### src/bfa_pkg.sv
// Shared types and constants of the bitmap frame allocator.
package bfa_pkg;

  localparam int unsigned NUM_FRAMES    = 262144;
  localparam int unsigned FRAME_BYTES   = 4096;
  localparam int unsigned FRAME_W       = $clog2(NUM_FRAMES);
  localparam int unsigned INDEX_W       = FRAME_W + 1;
  localparam int unsigned OFF_W         = $clog2(FRAME_BYTES);
  localparam int unsigned WORD_BITS     = 64;
  localparam int unsigned BIT_W         = $clog2(WORD_BITS);
  localparam int unsigned WORDS         = NUM_FRAMES / WORD_BITS;
  localparam int unsigned WA_W          = FRAME_W - BIT_W;
  localparam int unsigned KIB_PER_FRAME = FRAME_BYTES / 1024;

  localparam int unsigned ADDR_W  = 30;
  localparam int unsigned COUNT_W = 19;
  localparam int unsigned KIB_W   = 21;

  localparam logic [63:0] LOW_CUT     = 64'h100000;
  localparam logic [63:0] TOP_BYTES   = 64'(NUM_FRAMES) * 64'(FRAME_BYTES);
  localparam logic [31:0] AVAIL_TYPE  = 32'd1;

  localparam logic [2:0] KIND_RESET   = 3'd0;
  localparam logic [2:0] KIND_FREE_RG = 3'd1;
  localparam logic [2:0] KIND_RESV_RG = 3'd2;
  localparam logic [2:0] KIND_ALLOC   = 3'd3;
  localparam logic [2:0] KIND_FREE_FR = 3'd4;

  typedef struct packed {
    logic [2:0]  kind;
    logic [63:0] region_start;
    logic [63:0] region_length;
    logic [63:0] region_end;
    logic [31:0] region_type;
    logic [63:0] release_address;
  } in_t;

  typedef struct packed {
    logic [ADDR_W-1:0]  granted_address;
    logic               granted;
    logic [COUNT_W-1:0] free_count;
    logic [KIB_W-1:0]   free_kib;
  } out_t;

  typedef struct packed {
    logic capture;
    logic clr_start;
    logic clr_step;
    logic bnd1;
    logic bnd2;
    logic rd;
    logic modify;
    logic alloc_start;
    logic alloc_mod;
    logic out_load;
  } cmd_t;

  typedef struct packed {
    logic [2:0] kind;
    logic       type_ok;
    logic       no_free;
    logic       clr_last;
    logic       rng_ok;
    logic       walk_last;
    logic       hit;
    logic       out_free;
  } stat_t;

endpackage

### src/bfa_ctrl.sv
// Controller state machine of the bitmap frame allocator.
module bfa_ctrl (
  input  logic           clk,
  input  logic           rst_n,
  input  logic           in_valid,
  output logic           in_stall,
  input  bfa_pkg::stat_t stat,
  output bfa_pkg::cmd_t  cmd
);

  typedef enum logic [10:0] {
    S_CLR_RST  = 11'b00000000001,
    S_IDLE     = 11'b00000000010,
    S_DISP     = 11'b00000000100,
    S_BND1     = 11'b00000001000,
    S_BND2     = 11'b00000010000,
    S_RD       = 11'b00000100000,
    S_MOD      = 11'b00001000000,
    S_ARD      = 11'b00010000000,
    S_AMOD     = 11'b00100000000,
    S_CLR_ITEM = 11'b01000000000,
    S_DONE     = 11'b10000000000
  } state_t;

  state_t state_r, state_nxt;

  always_ff @(posedge clk) begin
    if (!rst_n) begin
      state_r <= S_CLR_RST;
    end else begin
      state_r <= state_nxt;
    end
  end

  always_comb begin
    state_nxt = state_r;
    cmd       = '0;
    in_stall  = 1'b1;
    unique case (state_r)
      S_CLR_RST: begin
        cmd.clr_step = 1'b1;
        if (stat.clr_last) state_nxt = S_IDLE;
      end
      S_IDLE: begin
        in_stall = 1'b0;
        if (in_valid) begin
          cmd.capture = 1'b1;
          state_nxt   = S_DISP;
        end
      end
      S_DISP: begin
        unique case (stat.kind) inside
          bfa_pkg::KIND_RESET: begin
            cmd.clr_start = 1'b1;
            state_nxt     = S_CLR_ITEM;
          end
          bfa_pkg::KIND_FREE_RG: state_nxt = stat.type_ok ? S_BND1 : S_DONE;
          bfa_pkg::KIND_RESV_RG, bfa_pkg::KIND_FREE_FR: state_nxt = S_BND1;
          bfa_pkg::KIND_ALLOC: begin
            if (stat.no_free) begin
              state_nxt = S_DONE;
            end else begin
              cmd.alloc_start = 1'b1;
              state_nxt       = S_ARD;
            end
          end
          default: state_nxt = S_DONE;
        endcase
      end
      S_BND1: begin
        cmd.bnd1  = 1'b1;
        state_nxt = S_BND2;
      end
      S_BND2: begin
        cmd.bnd2  = 1'b1;
        state_nxt = stat.rng_ok ? S_RD : S_DONE;
      end
      S_RD: begin
        cmd.rd    = 1'b1;
        state_nxt = S_MOD;
      end
      S_MOD: begin
        cmd.modify = 1'b1;
        state_nxt  = stat.walk_last ? S_DONE : S_RD;
      end
      S_ARD: begin
        cmd.rd    = 1'b1;
        state_nxt = S_AMOD;
      end
      S_AMOD: begin
        cmd.alloc_mod = 1'b1;
        state_nxt     = stat.hit ? S_DONE : S_ARD;
      end
      S_CLR_ITEM: begin
        cmd.clr_step = 1'b1;
        if (stat.clr_last) state_nxt = S_DONE;
      end
      S_DONE: begin
        if (stat.out_free) begin
          cmd.out_load = 1'b1;
          state_nxt    = S_IDLE;
        end
      end
      default: state_nxt = S_CLR_RST;
    endcase
  end

endmodule

### config.mk
export PLATFORM = sky130hd
export DESIGN_NAME = bfa_ctrl
export DESIGN_NICKNAME = d
export VERILOG_FILES = /design/src/bfa_pkg.sv /design/src/bfa_ctrl.sv
export SDC_FILE = /design/constraint.sdc
export NUM_CORES = 1
export LEC_CHECK = 0
export BUFFER_PORTS_ARGS = -buffer_cell sky130_fd_sc_hd__buf_2
export CORE_MARGIN = 8
export CORE_UTILIZATION = 47
export CTS_CLUSTER_DIAMETER = 200
export CTS_CLUSTER_SIZE = 30
export DETAILED_ROUTE_END_ITERATION = 10
export PLACE_DENSITY_LB_ADDON = 0.05
export RECOVER_POWER = 50
export REMOVE_ABC_BUFFERS = 1
export SLEW_MARGIN = 20
export SYNTH_ARGS = -nofsm -noshare
export SYNTH_HDL_FRONTEND = slang
export SYNTH_SLANG_ARGS = --single-unit
### constraint.sdc
create_clock -name clk -period 1.7 [get_ports clk]
set_clock_uncertainty 0.2 [all_clocks]
set_input_delay 0.17 -clock clk [delete_from_list [all_inputs] [get_ports clk]]
set_output_delay 0.17 -clock clk [all_outputs]
set_load 0.03 [all_outputs]
== Word-level counts from Yosys, hierarchy flattened ==
Index checks and enable logic that the tools add are counted.

* Eq/ne operators: 19
* Reduce and logical (&&, ||, !) cells: 5
* Muxes and demuxes: 27

{| class="wikitable"
|+ Operators by type and width
! kind !! count
|-
| 11-bit one-hot mux with 11 select lines || 1
|-
| 11-bit 2-to-1 mux || 9
|-
| 11-bit one-hot mux with 4 select lines || 1
|-
| 1-bit 2-to-1 mux || 16
|-
| 11-bit by 1-bit equality test with 1-bit output, second input constant || 1
|-
| 11-bit by 10-bit equality test with 1-bit output, second input constant || 1
|-
| 11-bit equality test, second input constant || 1
|-
| 11-bit by 2-bit equality test with 1-bit output, second input constant || 1
|-
| 11-bit by 3-bit equality test with 1-bit output, second input constant || 1
|-
| 11-bit by 4-bit equality test with 1-bit output, second input constant || 1
|-
| 11-bit by 5-bit equality test with 1-bit output, second input constant || 1
|-
| 11-bit by 6-bit equality test with 1-bit output, second input constant || 1
|-
| 11-bit by 7-bit equality test with 1-bit output, second input constant || 1
|-
| 11-bit by 8-bit equality test with 1-bit output, second input constant || 1
|-
| 11-bit by 9-bit equality test with 1-bit output, second input constant || 1
|-
| 2-bit != test, second input constant || 4
|-
| 3-bit by 2-bit equality test with 1-bit output, second input constant || 2
|-
| 2-bit OR reduction || 3
|-
| 4-bit AND reduction || 1
|-
| 3-bit by 1-bit equality test with 1-bit output, second input constant || 1
|-
| 3-bit equality test, second input constant || 1
|-
| 3-bit zero test || 1
|}

* Flip-flop bits (word level): 11
* Logic and storage cells: 52
* Output and inout bits: 11
* Bits of input ports: 13

== Depth between registers and ports, before layout ==
* Depth in word-level cells: 4
* Depth in mapped cells: 6
* Depth with buffers taken out: 5

== Least setup slack after synthesis ==
OpenSTA, ideal clock, no wires.

* Path kind: flip-flop to output port
* Start point: register state_r[5]
* End point: output port cmd[7] (netlist name)
* Slack: -0.717 ns
* Stages on the path, launching flop included: 5
* Arrival: 2.047 ns
* Required time: 1.330 ns
* Cells stage by stage: dfxtp_1 buf_4 nor4_4 or2b_1 nor4_1

{| class="wikitable"
|+ RTL lines
! what !! line !! text
|-
| from (decl) || bfa_ctrl.sv:25 || <nowiki>state_t state_r, state_nxt;</nowiki>
|-
| from (signal assigned) || bfa_ctrl.sv:31 || <nowiki>state_r <= state_nxt;</nowiki>
|-
| to (decl) || bfa_ctrl.sv:8 || <nowiki>output bfa_pkg::cmd_t cmd</nowiki>
|}

==> impl_metrics.py <==
metrics = {
    "yosys": {
        "yosysSeqAreaShare": 0.2340,
        "syn_inst": 117,
        "synth_flop_cell": "dfxtp_1",
        "ys_warn_count": 0,
        "synth_top_area_share": 0.2340,
        "synth_edf_count": 0,
        "ys_seq_elements": 11,
        "netlist_area_sq_um": 940.9,
        "async_flop_share": 0,
        "synth_cell_types": 45,
        "synth.avg_cell_area_sq_um": 8.042,
        "synthTopCellsByArea": "dfxtp_1, nor2_1, nor4_4",
        "synth_top_cell_by_area": "dfxtp_1",
    },
    "sta": {
        "report.final.hold_viol_count": 0,
        "fin_crit_ns": 2.145,
        "grt_setup_unrepaired": "true",
        "setup_slack_ns": -0.4447,
        "slew_headroom": 0.7310,
        "slew_violations": 0,
        "timing.final.crit_share": 1.262,
        "setup_viol": 19,
        "fmax_mhz": 466.3,
        "tightest_slew_ns": 0.4006,
    },
    "finish": {
        "largest_reg_flops": 11,
        "post-route-util": 0.8516,
        "regArea_sq_um": 227.7,
        "largest_registers": "state_r: 11 flops",
        "area_growth_pct": 73.94,
        "regMostFlops": "state_r",
        "antenna_cells": 0,
        "final_nets": 191,
        "drive_above_1_share": 0.5537,
        "fill_cells": 109,
        "multiInputGateArea_sq_um": 805.8,
    },
    "global_route": {
        "grt_usage": 0.1846,
        "grt_pass1_vias": 1158,
        "grt_use_met1": 0.2159,
        "grt_overflow": 0,
        "met2_usage": 0.3167,
        "grt_util_met3": 0.03178,
        "grt_pass1_wl_microns": 5133,
        "grt_max_degree": 13,
        "antenna_found_initial": 0,
        "top_usage_layer": "met2",
    },
    "critical_path": {
        "critPathKind": "flip-flop to output pin",
        "r2r_slack_ns": -0.21,
        "r2r_end": "state_r[3]",
        "required_ns": 1.33,
        "worstSetupEndpointType": "output pin",
        "crit_path_max_fanout": 4,
        "startpoint_type": "flip-flop",
        "timing.rr.start": "state_r[7]",
        "r2r_cells": 7,
        "worstPathArrival_ns": 1.77,
    },
    "clock_tree": {
        "cts.clk_slew.worst_paths_ns": 0.08,
        "numCtsBuffers": 3,
        "worstSkewPairLatency_ns": 0.27,
        "h-tree-depth": 1,
        "root_buffer": "clkbuf_4",
        "clock-sinks": 11,
        "tritoncts": "done",
        "clk_path_buf_depth": 2,
    },
    "floorplanning": {
        "start_util": 0.4896,
        "die_h_microns": 60.74,
        "core_area_sq_um": 1922,
        "die_area_sq_um": 3689,
        "io-pin-count": 24,
        "rows": 16,
        "die_x_microns": 60.74,
    },
    "detailed_routing": {
        "dr.pass1.iters": 4,
        "first_iter_violations": 30,
        "wirelength_microns": 3542,
        "drc": 0,
        "ant_nets": 0,
        "via_per_inst": 5.627,
        "via_count": 1148,
        "wire_per_inst_microns": 17.36,
    },
    "pwr": {
        "power_w": 0.001041,
        "power.leakage_nw": 0.6951,
        "powerDensity_nw_per_um2": 635.8,
        "p_int_w": 0.0006404,
        "vdd_drop_max_v": 0.0004660,
        "comb_power_share": 0.534,
        "p_sw_w": 0.0004002,
        "seqPwrFrac": 0.286,
        "swShare": 0.3846,
        "pwr-share-clk": 0.179,
    },
    "worst_hold_path": {
        "min_delay_path_depth": 4,
        "hp-class": "primary input to flip-flop",
        "min-delay-start": "stat[4]",
        "hold_end": "state_r[0]",
    },
    "placement": {
        "port_buffers": 23,
        "gp_congestion": 0.9126,
        "dp.final_hpwl_microns": 2125,
    },
    "flow_run": {
        "cap_violations": 0,
    },
    "outcome": {
        "violations": "setup timing",
        "status": "complete, but fails checks",
    },
}
[stage by stage]
stage	setup TNS [ns]	cells	cell area (sq um)	worst slack (ns)	hold WS [ns]
after floorplan	-4.518	109	898.4	-0.6941	0.04183
after global placement	-1.512	183	1227	-0.1513	0.2277
after detailed placement	-2.586	183	1227	-0.2287	0.2164
after CTS	-4.855	201	1519	-0.4149	0.04403
after global routing	-7.325	204	1637	-0.5804	0.08092
final	-5.475	204	1637	-0.4447	0.05292
[critical path: stages, from the launching register on]
cell and delay [ns]:
dfxtp_2 0.34, nor4_4 0.36, or2b_1 0.30, nor4_2 0.29, buf_4 0.21
[how the worst max path moves through the flow]
stage	from	end	slack, ns
detailed placement	state_r[4]	cmd[8]	-0.23
floorplan	state_r[4]	cmd[7]	-0.69
CTS	state_r[7]	cmd[8]	-0.41
finish	state_r[7]	cmd[7]	-0.44
global placement	state_r[4]	cmd[2]	-0.15
global route	state_r[7]	cmd[7]	-0.58
[layout by cell type (no fill, tap or decap), types with 5 or more instances in the layout]
master,synthesis,final
buf_4,2,32
buf_6,0,17
buf_2,3,12
nor2_1,15,10
dfxtp_1,11,7
nand2b_1,6,6
nor2_4,1,5
nand2_1,5,5
[synthesized netlist by cell type, types with 2 or more instances]
cell type,number
xnor2_1,4
buf_2,3
a21oi_1,3
nor4_4,2
dfxtp_1,11
and2_1,2
nand3_1,6
nor2_1,15
inv_1,5
nor4_1,5
o21ai_0,2
clkbuf_1,2
o22ai_1,2
o21a_1,2
and3_1,2
nor4b_1,3
nand2_1,5
a32oi_1,2
nor3_1,5
buf_4,2
nand2b_1,6
and4_1,3
xor2_1,3
[power groups by stage]
stage	clock [W]	combinational, W	sequential (W)
2_1_floorplan	0	0.000224	0.000308
3_3_place_gp	0	0.000366	0.000302
3_5_place_dp	0	0.000368	0.000303
4_1_cts	0.000189	0.000478	0.000297
5_1_grt	0.000208	0.000600	0.000301
6_report	0.000187	0.000556	0.000298
[final cells by class]
class	count	area share
Sequential cell	11	0.1391
Inverter	5	0.01300
Clock buffer	4	0.01606
Multi-Input combinational cell	93	0.4924
Timing Repair Buffer	64	0.3188
Tap cell	27	0.02064
[metal layers]
layer	share of wire	vias to the layer above	wire, microns
met2	0.53	44	1866
met4	0.027	0	97
met1	0.40	550	1411
met3	0.047	11	165
li1	-	543	-
met5	0	-	0
[repair_timing]
item                       in CTS  in global routing
setup endpoints to repair      19                 21
hold endpoints to repair        3                  0
resized for setup              43                 23
pin swaps                      16                 12
buffers inserted               14                  8
hold buffers                    3                  0
[cell families after synthesis]
family	count (synthesis)	share of synthesized area
AO/OA/AOI/OAI	16	0.1197
XOR/XNOR	7	0.06516
buffers and inverters	13	0.06515
flip-flops	11	0.2340
AND/OR/NAND/NOR	70	0.5160
(Power assumes the default switching activity.)
